===== src/rtl/calendar_clock_counter_defines.svh =====
// Assertion macros for the clock-calendar RTL.
// The enclosing module must provide clk_i and rst_ni.
`ifndef CALENDAR_CLOCK_COUNTER_DEFINES_SVH
`define CALENDAR_CLOCK_COUNTER_DEFINES_SVH

// Property that must hold at every clock edge out of reset
`define CCC_ASSERT(label, prop, msg) \
  label: assert property (@(posedge clk_i) disable iff (!rst_ni) (prop)) else $error(msg);

// Condition in one cycle implies a consequence in the next
`define CCC_ASSERT_NEXT(label, ante, cons, msg) \
  label: assert property (@(posedge clk_i) disable iff (!rst_ni) (ante) |=> (cons)) \
    else $error(msg);

`endif


===== src/rtl/ccc_pkg.sv =====
package ccc_pkg;

  // Item kinds carried on the input tuser
  typedef enum logic [2:0] {
    KIND_TICK    = 3'd0,
    KIND_ADJUST  = 3'd1,
    KIND_LOAD    = 3'd2,
    KIND_SET     = 3'd3,
    KIND_CONFIRM = 3'd4
  } kind_e;

  // Adjust targets
  typedef enum logic [1:0] {
    COMP_HOUR   = 2'd0,
    COMP_MINUTE = 2'd1,
    COMP_AMPM   = 2'd2
  } comp_e;

  localparam int unsigned IN_TDATA_W  = 24;
  localparam int unsigned IN_TUSER_W  = 3;
  localparam int unsigned OUT_TDATA_W = 40;

  localparam logic [5:0] MINUTES_PER_HOUR = 6'd60;
  localparam logic [4:0] HOURS_PER_DAY    = 5'd24;
  localparam logic [4:0] HALF_DAY         = 5'd12;
  localparam logic [3:0] MONTHS_PER_YEAR  = 4'd12;

  localparam logic [5:0]  RST_MINUTE = 6'd0;
  localparam logic [4:0]  RST_HOUR   = 5'd12;
  localparam logic [4:0]  RST_DAY    = 5'd1;
  localparam logic [3:0]  RST_MONTH  = 4'd1;
  localparam logic [11:0] RST_YEAR   = 12'd2000;

  localparam logic [4:0] MONTH_LEN [12] = '{
    5'd31, 5'd28, 5'd31, 5'd30, 5'd31, 5'd30,
    5'd31, 5'd31, 5'd30, 5'd31, 5'd30, 5'd31
  };
  localparam logic [4:0] LEAP_FEB_LEN = 5'd29;
  localparam logic [4:0] MAX_MONTH_LEN = 5'd31;

  // Reciprocal of 25 in 16 fractional bits, exact for all 12-bit years
  localparam int unsigned DIV25_SHIFT = 16;
  localparam int unsigned DIV25       = 25;
  localparam logic [11:0] DIV25_MUL   = 12'((1 << DIV25_SHIFT) / DIV25 + 1);

  // Timekeeping state
  typedef struct packed {
    logic [5:0]  minute;
    logic [4:0]  hour;    // 0..23
    logic        pm;
    logic [4:0]  day;
    logic [3:0]  month;   // 1..12
    logic [11:0] year;
    logic        run;
    logic        setting;
  } clk_state_t;

  // One input item
  typedef struct packed {
    logic [2:0]  kind;
    logic [1:0]  component;
    logic        step_up;
    logic [11:0] new_year;
    logic [3:0]  new_month;
    logic [4:0]  new_day;
  } item_t;

  // Gregorian leap year: divisible by 4 and not by 100, or by 400.
  // 100 = 4 * 25 and 400 = 16 * 25, so only divisibility by 25 needs a multiply.
  function automatic logic is_leap(input logic [11:0] y);
    logic [23:0] prod;
    logic [7:0]  q25;
    logic        by25;
    prod = 24'(y) * 24'(DIV25_MUL);
    q25  = prod[23:16];
    by25 = (12'(q25) * 12'(DIV25)) == y;
    return (y[1:0] == 2'b00) && (!by25 || (y[3:0] == 4'b0000));
  endfunction

  function automatic logic [4:0] days_in_month(input logic [3:0] m, input logic leap);
    logic [3:0] idx;
    idx = m - 4'd1;
    if (m == 4'd0 || m > MONTHS_PER_YEAR) begin
      return MAX_MONTH_LEN;
    end else if (m == 4'd2 && leap) begin
      return LEAP_FEB_LEN;
    end
    return MONTH_LEN[idx];
  endfunction

  // Twelve-hour dial: hour zero shows as 12
  function automatic logic [3:0] dial_hour(input logic [4:0] h);
    if (h == 5'd0) begin
      return 4'(HALF_DAY);
    end else if (h > HALF_DAY) begin
      return 4'(h - HALF_DAY);
    end
    return 4'(h);
  endfunction

endpackage


===== src/rtl/ccc_step.sv =====
module ccc_step (
  input  ccc_pkg::clk_state_t cur_i,
  input  ccc_pkg::item_t      item_i,
  output ccc_pkg::clk_state_t nxt_o,
  output logic                hour_passed_o
);
  import ccc_pkg::*;

  logic [4:0] hour_inc;
  logic [4:0] hour_dec;
  logic [5:0] minute_inc;
  logic [5:0] minute_dec;
  logic [5:0] day_inc;
  logic [4:0] month_days;

  // Wrapping hour and minute steps (increments shared by tick and adjust), day step, month length
  assign hour_inc   = (cur_i.hour >= HOURS_PER_DAY - 5'd1) ? 5'd0 : cur_i.hour + 5'd1;
  assign hour_dec   = (cur_i.hour == 5'd0) ? HOURS_PER_DAY - 5'd1 : cur_i.hour - 5'd1;
  assign minute_inc = (cur_i.minute >= MINUTES_PER_HOUR - 6'd1) ? 6'd0 : cur_i.minute + 6'd1;
  assign minute_dec = (cur_i.minute == 6'd0) ? MINUTES_PER_HOUR - 6'd1 : cur_i.minute - 6'd1;
  assign day_inc    = {1'b0, cur_i.day} + 6'd1;
  assign month_days = days_in_month(cur_i.month, is_leap(cur_i.year));

  // Next state for one item
  always_comb begin
    nxt_o         = cur_i;
    hour_passed_o = 1'b0;
    case (item_i.kind)
      KIND_TICK: begin
        if (cur_i.run) begin
          nxt_o.minute = minute_inc;
          if (cur_i.minute >= MINUTES_PER_HOUR - 6'd1) begin
            hour_passed_o = 1'b1;
            nxt_o.hour    = hour_inc;
            nxt_o.pm      = hour_inc >= HALF_DAY;
            // midnight: advance the date
            if (hour_inc == 5'd0) begin
              if (day_inc > {1'b0, month_days}) begin
                nxt_o.day = 5'd1;
                if (cur_i.month >= MONTHS_PER_YEAR) begin
                  nxt_o.month = 4'd1;
                  nxt_o.year  = cur_i.year + 12'd1;
                end else begin
                  nxt_o.month = cur_i.month + 4'd1;
                end
              end else begin
                nxt_o.day = day_inc[4:0];
              end
            end
          end
        end
      end
      KIND_ADJUST: begin
        case (item_i.component)
          COMP_HOUR:   nxt_o.hour   = item_i.step_up ? hour_inc : hour_dec;
          COMP_MINUTE: nxt_o.minute = item_i.step_up ? minute_inc : minute_dec;
          COMP_AMPM:   nxt_o.pm     = ~cur_i.pm;
          default:     ;
        endcase
      end
      KIND_LOAD: begin
        nxt_o.year  = item_i.new_year;
        nxt_o.month = (item_i.new_month == 4'd0) ? 4'd1 :
                      (item_i.new_month > MONTHS_PER_YEAR) ? MONTHS_PER_YEAR :
                      item_i.new_month;
        nxt_o.day   = (item_i.new_day == 5'd0) ? 5'd1 : item_i.new_day;
      end
      KIND_SET: begin
        nxt_o.setting = 1'b1;
        nxt_o.run     = 1'b0;
      end
      KIND_CONFIRM: begin
        if (cur_i.setting) begin
          nxt_o.setting = 1'b0;
          nxt_o.run     = 1'b1;
          // move the hour into the half of the day that AM/PM selects
          if (cur_i.pm && cur_i.hour < HALF_DAY) begin
            nxt_o.hour = cur_i.hour + HALF_DAY;
          end else if (!cur_i.pm && cur_i.hour >= HALF_DAY) begin
            nxt_o.hour = cur_i.hour - HALF_DAY;
          end
        end
      end
      default: ;
    endcase
  end

endmodule


===== src/rtl/calendar_clock_counter.sv =====
// Minute-tick clock-calendar with a stream interface. Each input item (a tick, an
// hour/minute/AM-PM adjust, a date load, begin-setting or confirm) updates the time
// and date in the cycle it is accepted, and exactly one result item follows carrying
// the new twelve-hour time, date, mode flags and an hour-change pulse. Ticks count
// only while running; setting mode stops the count and confirm restarts it. One item
// is accepted per cycle and its result is offered in the next cycle: the whole update
// is a single pass of logic between the state registers and the output register, and
// input ready is held low only while a result is waiting on a stalled output.
`include "calendar_clock_counter_defines.svh"

module calendar_clock_counter (
  input  logic                               clk_i,
  input  logic                               rst_ni,
  input  logic                               s_axis_tvalid,
  output logic                               s_axis_tready,
  // component[1:0], step_up[2], new_year[14:3], new_month[18:15], new_day[23:19]
  input  logic [ccc_pkg::IN_TDATA_W-1:0]     s_axis_tdata,
  // kind[2:0]
  input  logic [ccc_pkg::IN_TUSER_W-1:0]     s_axis_tuser,
  output logic                               m_axis_tvalid,
  input  logic                               m_axis_tready,
  // display_hour[3:0], minute_now[9:4], pm_flag[10], day_now[15:11],
  // month_now[19:16], year_now[31:20], running[32], setting_mode[33],
  // hour_passed[34], zero fill [39:35]
  output logic [ccc_pkg::OUT_TDATA_W-1:0]    m_axis_tdata
);
  import ccc_pkg::*;

  clk_state_t               state_q, state_d;
  item_t                    item;
  logic                     hour_passed;
  logic                     accept;
  logic                     out_valid_q;
  logic [OUT_TDATA_W-1:0]   out_data_q, out_data_d;
  logic                     stalled;
  logic                     time_ok;
  logic                     month_ok;
  logic                     non_tick;
  logic                     pulse_shown;

  // Unpack the incoming item
  assign item.kind      = s_axis_tuser;
  assign item.component = s_axis_tdata[1:0];
  assign item.step_up   = s_axis_tdata[2];
  assign item.new_year  = s_axis_tdata[14:3];
  assign item.new_month = s_axis_tdata[18:15];
  assign item.new_day   = s_axis_tdata[23:19];

  ccc_step u_step (
    .cur_i         (state_q),
    .item_i        (item),
    .nxt_o         (state_d),
    .hour_passed_o (hour_passed)
  );

  // Take an item unless a result is stuck on the output
  assign s_axis_tready = !out_valid_q || m_axis_tready;
  assign accept        = s_axis_tvalid && s_axis_tready;

  // Result packing
  assign out_data_d = {5'b0, hour_passed, state_d.setting, state_d.run, state_d.year,
                       state_d.month, state_d.day, state_d.pm, state_d.minute,
                       dial_hour(state_d.hour)};

  // Clock-calendar state
  always_ff @(posedge clk_i or negedge rst_ni) begin
    if (!rst_ni) begin
      state_q.minute  <= RST_MINUTE;
      state_q.hour    <= RST_HOUR;
      state_q.pm      <= 1'b0;
      state_q.day     <= RST_DAY;
      state_q.month   <= RST_MONTH;
      state_q.year    <= RST_YEAR;
      state_q.run     <= 1'b0;
      state_q.setting <= 1'b0;
    end else if (accept) begin
      state_q <= state_d;
    end
  end

  // Output register
  always_ff @(posedge clk_i or negedge rst_ni) begin
    if (!rst_ni) begin
      out_valid_q <= 1'b0;
    end else if (accept) begin
      out_valid_q <= 1'b1;
    end else if (m_axis_tready) begin
      out_valid_q <= 1'b0;
    end
  end

  always_ff @(posedge clk_i) begin
    if (accept) begin
      out_data_q <= out_data_d;
    end
  end

  assign m_axis_tvalid = out_valid_q;
  assign m_axis_tdata  = out_data_q;

  // Terms used by the checks
  assign stalled     = out_valid_q && !m_axis_tready;
  assign time_ok     = state_q.hour < HOURS_PER_DAY && state_q.minute < MINUTES_PER_HOUR;
  assign month_ok    = state_q.month != 4'd0 && state_q.month <= MONTHS_PER_YEAR;
  assign non_tick    = accept && item.kind != KIND_TICK;
  assign pulse_shown = out_valid_q && out_data_q[34];

  // Checks
  `CCC_ASSERT(a_mode_excl, !(state_q.run && state_q.setting), "running while setting")
  `CCC_ASSERT(a_time_range, time_ok, "time out of range")
  `CCC_ASSERT(a_month_range, month_ok, "month out of range")
  `CCC_ASSERT(a_stall_blocks, !(stalled && s_axis_tready), "item taken over a stalled result")
  `CCC_ASSERT_NEXT(a_pulse_tick, non_tick, !pulse_shown, "hour pulse without tick")
  `CCC_ASSERT(a_pulse_min, !(pulse_shown && out_data_q[9:4] != 6'd0), "hour pulse off the hour")

endmodule


===== config.mk =====
export PLATFORM = sky130hd
export DESIGN_NAME = calendar_clock_counter
export DESIGN_NICKNAME = d
export VERILOG_FILES = /design/src/rtl/ccc_pkg.sv /design/src/rtl/ccc_step.sv /design/src/rtl/calendar_clock_counter.sv
export VERILOG_INCLUDE_DIRS = /design/src /design/src/rtl
export SDC_FILE = /design/constraint.sdc
export NUM_CORES = 1
export LEC_CHECK = 0
export BUFFER_PORTS_ARGS = -buffer_cell sky130_fd_sc_hd__buf_2
export CAP_MARGIN = 20
export CORE_MARGIN = 2
export CORE_UTILIZATION = 60
export CTS_CLUSTER_SIZE = 14
export DETAILED_ROUTE_END_ITERATION = 10
export GPL_TIMING_DRIVEN = 0
export PLACE_DENSITY_LB_ADDON = 0.1
export SYNTH_ARGS = -nofsm -noshare
export SYNTH_HDL_FRONTEND = slang
export SYNTH_SLANG_ARGS = --single-unit
export TNS_END_PERCENT = 10

===== constraint.sdc =====
create_clock -name clk_i -period 13.5 [get_ports clk_i]
set_input_delay 2.025 -clock clk_i [delete_from_list [all_inputs] [get_ports clk_i]]
set_output_delay 2.025 -clock clk_i [all_outputs]
set_load 0.05 [all_outputs]

=== Yosys cells after proc, flatten, opt, wreduce, memory -nomap -nowiden ===
Memory sizes are Yosys's and may differ from the RTL's.
Cells that the tools add are included.

* Reduce and logical (&&, ||, !) cells: 24
* Bitwise logic cells: 2
* Magnitude comparators: 11
* Multipliers: 2
* Mux-type cells: 43
* $add $sub $neg: 11
* Eq/ne operators: 8

{| class="wikitable"
|+ Operator list
! operator !! count
|-
| $mux 5 || 14
|-
| $pmux 21 s2 || 1
|-
| $mux 33 || 1
|-
| $mux 27 || 1
|-
| $mux 4 || 6
|-
| $mux 6 || 4
|-
| $mul 12x11->23 const B || 1
|-
| $mux 21 || 1
|-
| $logic_not 5->1 || 4
|-
| $mux 16 || 1
|-
| $pmux 5 s3 || 1
|-
| $add 12x1->12 const B || 1
|-
| $eq 12x12->1 || 1
|-
| $logic_not 4->1 || 3
|-
| $mul 8x5->12 const B || 1
|-
| $mux 12 || 1
|-
| $pmux 6 s2 || 1
|-
| $ge 5x4->1 const B || 2
|-
| $ge 5x5->1 const B || 2
|-
| $gt 4x4->1 const B || 2
|-
| $mux 1 || 8
|-
| $add 5x1->6 const B || 1
|-
| $add 6x1->6 const B || 1
|-
| $eq 3x2->1 const B || 2
|-
| other kinds (31) || 40
|}

* Output and inout port bits: 42
* Bits in registers: 71
* Input port bits: 31
* Word-level logic and storage cells: 113
* Memories: 1
* Bits in read-only memories: 80

{| class="wikitable"
|+ Memory list
! name !! words !! width !! read ports !! clocked after memory_dff !! write ports !! line !! RTL
|-
| (no name shown) || 16 || 5 || 1 || 0 || 0 || ccc_pkg.sv:88 || <nowiki>return MONTH_LEN[idx];</nowiki>
|}

=== Depth between registers and ports, before layout ===
Gate-level depths: netlist of run 1.

* Depth in word-level cells: 20
* Depth in mapped cells: 43
* Depth with buffers taken out: 42

=== Hierarchy ===
From an unflattened synthesis of run 1, not the netlist that was laid out.

* Cell total of the unflattened synthesis: 909
* Area, all modules: 8579.5 µm²

{| class="wikitable"
|+ By module, submodules not included
! module !! seq. area each (µm²) !! area each (µm²) !! instances !! cells each
|-
| ccc_step || 0.0 || 5914.4 || 1 || 775
|-
| calendar_clock_counter || 1964.4 || 2665.1 || 1 || 134
|}

=== Worst setup path before layout of run 1 ===
No wires, ideal clock.

* Path type: register -> register
* Start: register state_q[11] (netlist bit)
* End: register out_data_q[31], in the netlist m_axis_tdata[31] (data pin)
* Data required time: 13.246 ns
* Setup time: 0.254 ns
* Clock period less this slack: 9.315 ns
* Slack: 4.185 ns
* Cell stages (with the launch flop): 41
* Data arrival time: 9.060 ns
* Buffers on the path: 0
* Cells stage by stage: dfstp_2 fa_1 ha_1 inv_1 fa_1 inv_1 fa_1 inv_1 fa_1 inv_1 ha_1 nand4_1 nor3_1 a22oi_1 a21oi_1 a21o_1 a21oi_1 xnor2_1 [5 not listed] ha_1 a21o_1 a31o_2 a31oi_1 xnor2_1 nor4_1 nand4_1 nand3b_1 a21boi_0 ha_1 nor2b_1 o211ai_2 o21ai_4 nand4_4 nor4_4 nand4_1 mux2_4 o21a_1

* Word-level cells in the longest chain between the ends: 16
* Elaborated cells between the ends (all ways): 18
* Classes of those cells: add/sub (1); mul (2); order compare (1); eq/ne (1); mux (9); reduce/logical (4)

{| class="wikitable"
|+ RTL lines
! element !! line !! RTL
|-
| from (decl) || calendar_clock_counter.sv:29 || <nowiki>clk_state_t state_q, state_d;</nowiki>
|-
| from (signal assigned) || calendar_clock_counter.sv:77 || <nowiki>state_q <= state_d;</nowiki>
|-
| $mul 12x11->23 || ccc_pkg.sv:74 || <nowiki>prod = 24'(y) * 24'(DIV25_MUL);</nowiki>
|-
| $mul 8x5->12 || ccc_pkg.sv:76 || <nowiki>by25 = (12'(q25) * 12'(DIV25)) == y;</nowiki>
|-
| $eq 12x12->1 || ccc_pkg.sv:76 ||
|-
| $logic_not 1->1 || ccc_pkg.sv:77 || <nowiki>return (y[1:0] == 2'b00) && (!by25 || (y[3:0] == 4'b0000));</nowiki>
|-
| $logic_or 1x1->1 || ccc_pkg.sv:77 ||
|-
| $logic_and 1x1->1 || ccc_pkg.sv:77 ||
|-
| $logic_and 1x1->1 || ccc_pkg.sv:85 || <nowiki>end else if (m == 4'd2 && leap) begin</nowiki>
|-
| $mux 1 || ccc_pkg.sv:85 ||
|-
| $mux 1 || ccc_pkg.sv:83 || <nowiki>if (m == 4'd0 || m > MONTHS_PER_YEAR) begin</nowiki>
|-
| $mux 5 || ccc_pkg.sv:88 ||
|-
| $gt 6x5->1 || ccc_step.sv:38 || <nowiki>if (day_inc > {1'b0, month_days}) begin</nowiki>
|-
| $mux 16 (*) || ccc_step.sv:38 ||
|-
| $mux 21 (*) || ccc_step.sv:37 || <nowiki>if (hour_inc == 5'd0) begin</nowiki>
|-
| $mux 27 (*) || ccc_step.sv:32 || <nowiki>if (cur_i.minute >= MINUTES_PER_HOUR - 6'd1) begin</nowiki>
|-
| $mux 33 (*) || ccc_step.sv:30 || <nowiki>if (cur_i.run) begin</nowiki>
|-
| $pmux 21 s2 (*) || ccc_step.sv:28 || <nowiki>case (item_i.kind)</nowiki>
|-
| net out_data_d[31] || calendar_clock_counter.sv:34 || <nowiki>logic [OUT_TDATA_W-1:0] out_data_q, out_data_d;</nowiki>
|-
| to (signal assigned) || calendar_clock_counter.sv:94 || <nowiki>out_data_q <= out_data_d;</nowiki>
|-
| to (decl) || calendar_clock_counter.sv:34 ||
|}

Mark *: on every way through the listed nets, which the timed path passes. The rest lies on a longest branch.
A chain may end at the register's enable or synchronous reset.

=== Worst setup path in the final report of run 1 ===
* Start: register state_q[7] (netlist bit)
* End: register out_data_q[30], in the netlist m_axis_tdata[30] (data pin)

The elaborated chain is that of the path after synthesis.

==> results by group, run 1 <==
Run status
  – Result of the run: completed

Cells and area
  – Final Cell Area: 0.009265 mm²
  – Highest-count cells in the layout ignoring fill and taps: 146 x sky130_fd_sc_hd__inv_1, 134 x sky130_fd_sc_hd__ha_1, 78 x sky130_fd_sc_hd__nand2_1
  – Diode insertion count for antenna repair: 0
  – Final cell count without fillers: 1199
  – Nets: 1224
  – Area delta synth->final: 10.75%
  – Number of filler cells placed in the layout: 1194
  – Most common cell after layout, fill and taps aside: sky130_fd_sc_hd__inv_1
  – Fraction of final layout cells with drive strength greater than 1: 12.95%

Flow run
  – Reported max-cap violation count: 0

Clocking
  – Total CTS buffers: 9
  – CTS HTree Levels: 3
  – Max Buffers Root-to-Sink: 2
  – Setup fix buffers added after clock tree synthesis: 0
  – Post_cts resized: 0
  – Hold_buf cts: 0
  – Number of sinks driven by the clock tree: 71
  – Worst skew pair latency: 340 ps
  – Clock transition at the register clock pins on the worst setup and hold paths after CTS: 60 ps
  – Root buffer selected by CTS: sky130_fd_sc_hd__clkbuf_16
  – TritonCTS clock tree: done

Global route
  – Gr usage total: 27.83%
  – Pin count of the biggest net entering global routing: 37
  – Via count of the first global-routing pass: 6495
  – Wire length of the first global-routing pass: 32540 µm
  – Total grt overflow: 0
  – Initial antenna violation count: 1

Setup path
  – Critical Path Sink: m_axis_tdata[30]$_DFFE_PP_
  – Register-to-register path setup slack: 2650 ps
  – Worst-case reg-to-reg path depth: 42
  – Critical Path Source Type: flop
  – Slowest library cell on the worst path: sky130_fd_sc_hd__dfrtp_1
  – CP max stage delay: 680 ps
  – CP required: 13560 ps
  – Capturing point of the worst reg2reg path: m_axis_tdata[30]$_DFFE_PP_
  – Crit Path Category: flop to flop
  – Most numerous cell on the critical path: sky130_fd_sc_hd__inv_1
  – CP Capture Type: flop
  – Worst setup path startpoint: state_q[7]$_DFFE_PN0P_
  – Critical path peak fanout: 10
  – Arrival @ worst endpoint: 10910 ps
  – Worst reg2reg path startpoint: state_q[7]$_DFFE_PN0P_

Floorplanning
  – Area enclosed by the die boundary: 0.01490 mm²
  – Floorplan Core Area: 0.01377 mm²
  – Io pins: 73
  – Height of the chip: 122.1 µm
  – Horizontal die dimension: 122.1 µm
  – Std cell rows: 43
  – Initial standard-cell utilization of the core: 60.74%

Timing
  – Post-route clock period utilization: 80.35%
  – Final critical delay including setup and external delays: 10850 ps
  – Crit path setup slack, layout: 2652 ps
  – Final TNS setup: 0 ps
  – Final Slew Violations: 0
  – Setup repair after global routing missed its margin: false
  – Highest clock rate: 92.18 MHz
  – Number of failing hold endpoints at the final stage: 0
  – Count of final setup violators: 0
  – Clock Skew: 10.48 ps
  – Remaining max-slew budget at the tightest pin: 38.14%
  – Slew at the pin closest to its max-slew limit: 927.9 ps

Placement
  – Routability Congestion: 0.9526
  – Minimum setup slack after placement: 2749 ps
  – I/O Buffers: 64
  – Detailed Place HPWL: 15300 µm
  – Placed Cells incl. Taps: 1183
  – Total placed instance area: 0.008947 mm²

Synthesis
  – Distinct cell type count after synthesis: 75
  – Fraction of registers with async set or reset after synthesis: 50.70%
  – Mean Syn Cell Area: 8.957 µm²
  – Post-synth top flop: sky130_fd_sc_hd__edfxtp_1
  – Count of warnings emitted by yosys: 0
  – Share of synthesized area occupied by flip-flops and latches: 23.48%
  – Gate count after technology mapping: 934
  – EDFF count, synth: 35
  – Post-synthesis instance area: 0.008366 mm²
  – Synth Register Bits: 71

Detailed routing
  – Drt drc: 0
  – Routed wire per std cell: 16.48 µm
  – Total via count after detailed routing: 6959
  – Number of DRC markers after the initial detailed-route iteration: 580
  – Remaining number of nets flagged by the antenna check after routing: 0
  – Total iterations of the first detailed-routing run: 7
  – Final WL: 19760 µm
  – Via/cell ratio: 5.804

Worst hold path
  – Worst min path class: flop to flop
==> per-layer routing <==
| metal | global-route usage [%] | wire [µm] | up-vias |
|---|---|---|---|
| li1 | - | - | 3398 |
| met1 | 39.20 | 9001 | 3254 |
| met2 | 43.85 | 8869 | 272 |
| met3 | 5.571 | 1443 | 33 |
| met4 | 7.543 | 433 | 2 |
| met5 | 0 | 13 | - |
==> worst max-delay path, delay by kind of cell, from the launching register on <==
kind	cells	cell delay, ps
AO/OA/AOI/OAI	13	2870
AND/OR/NAND/NOR	8	1730
adder cells (fa/ha/maj)	11	4170
buffers and inverters	8	640
XOR/XNOR	2	430
flip-flops	1	680
==> how the worst min path moves through the flow <==
stage                               from                   endpoint  slack [ps]  depth (start not counted)
5_1_grt        m_axis_tvalid$_DFFE_PN0P_  m_axis_tvalid$_DFFE_PN0P_         600                          2
4_1_cts        m_axis_tvalid$_DFFE_PN0P_  m_axis_tvalid$_DFFE_PN0P_         540                          2
6_report       m_axis_tvalid$_DFFE_PN0P_  m_axis_tvalid$_DFFE_PN0P_         550                          2
3_5_place_dp   m_axis_tvalid$_DFFE_PN0P_  m_axis_tvalid$_DFFE_PN0P_         520                          2
3_3_place_gp   m_axis_tvalid$_DFFE_PN0P_  m_axis_tvalid$_DFFE_PN0P_         510                          2
2_1_floorplan     state_q[0]$_DFFE_PN0P_     state_q[0]$_DFFE_PN0P_         500                          2
==> state kept, by name, indices dropped and copies added (netlist names) <==
| register | count |
|---|---|
| m_axis_tvalid | 1 |
| state_q | 35 |
| m_axis_tdata | 35 |
==> kinds of logic after synthesis <==
kind of cell | count (synthesis) | share of synthesized area [%]
compound gates | 236 | 18.32
simple gates | 206 | 12.62
buf+inv | 187 | 8.765
fa+ha+maj | 179 | 30.81
flops | 71 | 23.48
xor+xnor | 43 | 4.502
mux | 11 | 1.451
other cells | 1 | 0.04483
==> through the flow <==
| stage | hold WS, ps | util (%) |
|---|---|---|
| after global placement | 511.8 | 64.81 |
| after floorplan | 497.7 | - |
| after global routing | 596.8 | 67.27 |
| after CTS | 540.7 | 67.27 |
| final | 545.1 | 67.27 |
| after detailed placement | 516.3 | 64.96 |
==> cell type report <==
type | count | area [µm²] | share of cell area [%]
multi-input combinational | 680 | 5683 | 61.34
sequential | 71 | 1964 | 21.20
inverter | 146 | 548.0 | 5.915
timing repair buffer | 65 | 340.3 | 3.673
clock buffer | 12 | 266.5 | 2.876
tap | 180 | 225.2 | 2.431
buffer | 41 | 186.4 | 2.012
clock inverter | 4 | 51.30 | 0.5537
==> cells in the mapped netlist, types with 8 or more instances <==
cell,number,area [µm²]
sky130_fd_sc_hd__a21oi_1,54,270.3
sky130_fd_sc_hd__nand4_1,11,68.82
sky130_fd_sc_hd__a22o_1,8,70.07
sky130_fd_sc_hd__xnor2_1,26,227.7
sky130_fd_sc_hd__edfxtp_1,35,1051
sky130_fd_sc_hd__clkbuf_1,26,97.59
sky130_fd_sc_hd__nand3_1,21,105.1
sky130_fd_sc_hd__xor2_1,17,148.9
sky130_fd_sc_hd__nor2_1,34,127.6
sky130_fd_sc_hd__o21ai_0,71,355.3
sky130_fd_sc_hd__a21o_1,9,67.56
sky130_fd_sc_hd__nand2_1,78,292.8
sky130_fd_sc_hd__o21a_1,11,82.58
sky130_fd_sc_hd__nor3_1,17,85.08
sky130_fd_sc_hd__a31oi_1,10,62.56
sky130_fd_sc_hd__fa_1,45,900.9
sky130_fd_sc_hd__buf_2,10,50.05
sky130_fd_sc_hd__inv_1,146,548.0
sky130_fd_sc_hd__ha_1,134,1677
sky130_fd_sc_hd__dfrtp_1,26,650.6
sky130_fd_sc_hd__dfstp_2,10,262.8
Power of run 1 is left out: the tool's default activity adds up to more than one toggle a clock period on the data nets, which glitch-free logic cannot reach.
==> run 2: changes to the inputs <==
--- a/config.mk
+++ b/config.mk
@@ -6,10 +6,11 @@
 export SDC_FILE = /design/constraint.sdc
 export NUM_CORES = 1
 export LEC_CHECK = 0
+export ABC_AREA = 1
 export BUFFER_PORTS_ARGS = -buffer_cell sky130_fd_sc_hd__buf_2
 export CAP_MARGIN = 20
 export CORE_MARGIN = 2
-export CORE_UTILIZATION = 60
+export CORE_UTILIZATION = 56
 export CTS_CLUSTER_SIZE = 14
 export DETAILED_ROUTE_END_ITERATION = 10
 export GPL_TIMING_DRIVEN = 0
==> constraint.sdc (replaced) <==
create_clock -name clk_i -period 9.2 [get_ports clk_i]
set_input_delay 1.38 -clock clk_i [delete_from_list [all_inputs] [get_ports clk_i]]
set_output_delay 1.38 -clock clk_i [all_outputs]
set_load 0.05 [all_outputs]
==> run 2 against run 1 <==
Die area increased by 11%. Critical path type unchanged. Design area increased by 8.6%. Wire length grew 14%. Flip-flop and latch count did not move.
==> results by group, run 2 <==
Timing
  – Final Slew Violations: 0 (unchanged)
  – Clock Skew: 5.270 ps (-5.207 ps)
  – Highest clock rate: 113.5 MHz (+23%)
  – Number of failing hold endpoints at the final stage: 0 (unchanged)
  – Crit path setup slack, layout: 385.7 ps (-2267 ps)
  – Slew at the pin closest to its max-slew limit: 986.9 ps (+59.00 ps)
  – Count of final setup violators: 0 (unchanged)
  – Post-route clock period utilization: 95.81% (+15 points)
  – Remaining max-slew budget at the tightest pin: 34.21% (-3.9 points)
  – Final critical delay including setup and external delays: 8814 ps (-2033 ps)

Clocking
  – TritonCTS clock tree: done
  – Clock transition at the register clock pins on the worst setup and hold paths after CTS: 60 ps (about the same)
  – Root buffer selected by CTS: sky130_fd_sc_hd__clkbuf_16
  – CTS HTree Levels: 3 (unchanged)
  – Max Buffers Root-to-Sink: 2 (unchanged)
  – Worst skew pair latency: 330 ps (about the same)
  – Number of sinks driven by the clock tree: 71 (unchanged)
  – Total CTS buffers: 9 (unchanged)

Detailed routing
  – Remaining number of nets flagged by the antenna check after routing: 0 (unchanged)
  – Total via count after detailed routing: 7880 (+13%)
  – Routed wire per std cell: 15.74 µm (-4.5%)
  – Drt drc: 0 (unchanged)
  – Number of DRC markers after the initial detailed-route iteration: 712 (+23%)
  – Final WL: 22600 µm (+14%)
  – Total iterations of the first detailed-routing run: 5 (-2)
  – Via/cell ratio: 5.487 (-5.5%)

Global route
  – Gr usage total: 27.20% (-0.63 points)
  – Wire length of the first global-routing pass: 35420 µm (+8.8%)
  – Via count of the first global-routing pass: 7033 (+8.3%)
  – Total grt overflow: 0 (unchanged)
  – Initial antenna violation count: 0 (-1)
  – Pin count of the biggest net entering global routing: 45 (+22%)

Setup path
  – Crit Path Category: flop to flop
  – Slowest library cell on the worst path: sky130_fd_sc_hd__dfstp_4
  – Critical Path Source Type: flop
  – CP max stage delay: 680 ps (about the same)
  – Arrival @ worst endpoint: 9010 ps (-1900 ps)
  – CP required: 9390 ps (-4170 ps)
  – Most numerous cell on the critical path: sky130_fd_sc_hd__nand2_1
  – Critical path peak fanout: 7 (-3)
  – CP Capture Type: flop

Floorplanning
  – Std cell rows: 45 (+4.7%)
  – Floorplan Core Area: 0.01515 mm² (+10%)
  – Io pins: 73 (unchanged)
  – Area enclosed by the die boundary: 0.01651 mm² (+11%)
  – Height of the chip: 128.5 µm (+5.2%)
  – Horizontal die dimension: 128.5 µm (+5.2%)
  – Initial standard-cell utilization of the core: 57.30% (-3.4 points)

Placement
  – Minimum setup slack after placement: -71.84 ps (-2821 ps)
  – Total placed instance area: 0.009259 mm² (+3.5%)
  – I/O Buffers: 66 (+3.1%)
  – Routability Congestion: 0.9052 (-5.0%)
  – Detailed Place HPWL: 16650 µm (+8.8%)

Cells and area
  – Highest-count cells in the layout ignoring fill and taps: 257 x sky130_fd_sc_hd__nand2_1, 185 x sky130_fd_sc_hd__inv_1, 130 x sky130_fd_sc_hd__ha_1
  – Fraction of final layout cells with drive strength greater than 1: 18.51% (+5.6 points)
  – Number of filler cells placed in the layout: 1326 (+11%)
  – Diode insertion count for antenna repair: 0 (unchanged)
  – Nets: 1453 (+19%)
  – Final Cell Area: 0.01007 mm² (+8.6%)
  – Most common cell after layout, fill and taps aside: sky130_fd_sc_hd__nand2_1
  – Area delta synth->final: 15.99%

Synthesis
  – Share of synthesized area occupied by flip-flops and latches: 22.64% (-0.85 points)
  – Cell types occupying the most area after synthesis: sky130_fd_sc_hd__ha_1 19%, sky130_fd_sc_hd__edfxtp_1 12%, sky130_fd_sc_hd__nand2_1 12%
  – Mean Syn Cell Area: 7.728 µm² (-14%)
  – Gate count after technology mapping: 1123 (+20%)
  – Post-synth top flop: sky130_fd_sc_hd__edfxtp_1
  – Post-synthesis instance area: 0.008678 mm² (+3.7%)
  – Proportion of netlist area held by the largest area contributor: 19.32% (-0.72 points)
  – Top post-synthesis cells by count: 269 x sky130_fd_sc_hd__nand2_1, 189 x sky130_fd_sc_hd__inv_1, 134 x sky130_fd_sc_hd__ha_1
  – Cell accounting for the most synthesized area: sky130_fd_sc_hd__ha_1
  – Most frequent cell after synthesis: sky130_fd_sc_hd__nand2_1
  – Count of warnings emitted by yosys: 0 (unchanged)
  – EDFF count, synth: 35 (unchanged)
  – Distinct cell type count after synthesis: 54 (-28%)
  – Fraction of registers with async set or reset after synthesis: 50.70% (unchanged)
  – Synth Register Bits: 71 (unchanged)

Worst hold path
  – Worst min path class: flop to flop

Run status
  – Result of the run: completed

Flow run
  – Reported max-cap violation count: 0 (unchanged)
-- run 2: cell types whose count changed in the layout (fill, tap and decap cells not counted), sizes merged, moves of 14 or more --
cell    delta
nand3     +62
nand2    +199
nor2      +25
clkbuf    -14
buf       +39
xnor2     -16
inv       +51
-- run 2: critical path: cells and delay by family (launching register included) --
kind | cells | cell delay [ps]
adder cells (fa/ha/maj) | 11 | 4350
flip-flops | 1 | 680
AO/OA/AOI/OAI | 7 | 900
AND/OR/NAND/NOR | 20 | 2220
XOR/XNOR | 1 | 180
buffers and inverters | 6 | 310
-- run 2: worst paths after layout --
check	from	to	slack, ps	depth (start not counted)
min	state_q[14]$_DFFE_PN1P_	state_q[14]$_DFFE_PN1P_	520	2
min in group asynchronous	rst_ni	state_q[33]$_DFFE_PN0P_	1170	1
min reg2reg	state_q[14]$_DFFE_PN1P_	state_q[14]$_DFFE_PN1P_	520	2
max reg2reg	state_q[11]$_DFFE_PN1P_	state_q[3]$_DFFE_PN0P_	390	45
max in group asynchronous	rst_ni	state_q[4]$_DFFE_PN0P_	7400	1
max	state_q[11]$_DFFE_PN1P_	state_q[3]$_DFFE_PN0P_	390	45
-- run 2: kinds of logic after synthesis --
group / after synthesis / synth area share (%)
and+or+nand+nor: 457 / 23.85
buffers and inverters: 233 / 10.57
adders and majority gates: 179 / 29.70
AOI/OAI and AO/OA: 158 / 10.63
DFF: 71 / 22.64
xor gates and xnor gates: 24 / 2.581
other: 1 / 0.04321
-- run 2: repair_timing --
action / in CTS / in global routing
pin swaps: 0 / 18
setup buffers: 5 / 33
endpoints found under the hold margin: 0 / 0
endpoints found under the setup margin: 30 / 42
cloned: 0 / 1
gates resized for setup: 6 / 44
hold buffers: 0 / 0
-- run 2: metrics by stage --
stage          hold slack, ps  setup TNS (ps)  instances  util (%)
6_report                516.7               0       1436     66.46
5_1_grt                 532.9           -1544       1436     66.46
4_1_cts                 516.1               0       1402     63.58
3_5_place_dp            497.9          -425.1       1381     61.13
2_1_floorplan           479.2               0       1127         -
3_3_place_gp            498.0          -86.46       1381     61.13
-- run 2: metal layers --
metal | track usage (%) | routed length [µm]
met5 | 0 | 0
met4 | 4.072 | 367
met3 | 3.742 | 1684
met2 | 41.80 | 10020
met1 | 41.74 | 10530
-- run 2: cell type report --
type / count / area, µm² / area share [%]
Buffer: 28 / 143.9 / 1.429
Inverter: 205 / 790.8 / 7.856
Multi-Input combinational cell: 824 / 6005 / 59.65
Clock inverter: 5 / 55.05 / 0.5469
Timing Repair Buffer: 104 / 610.6 / 6.066
Sequential cell: 71 / 1973 / 19.60
Tap cell: 188 / 235.2 / 2.337
Clock buffer: 11 / 252.7 / 2.511
Power of run 2 is left out for the same reason.
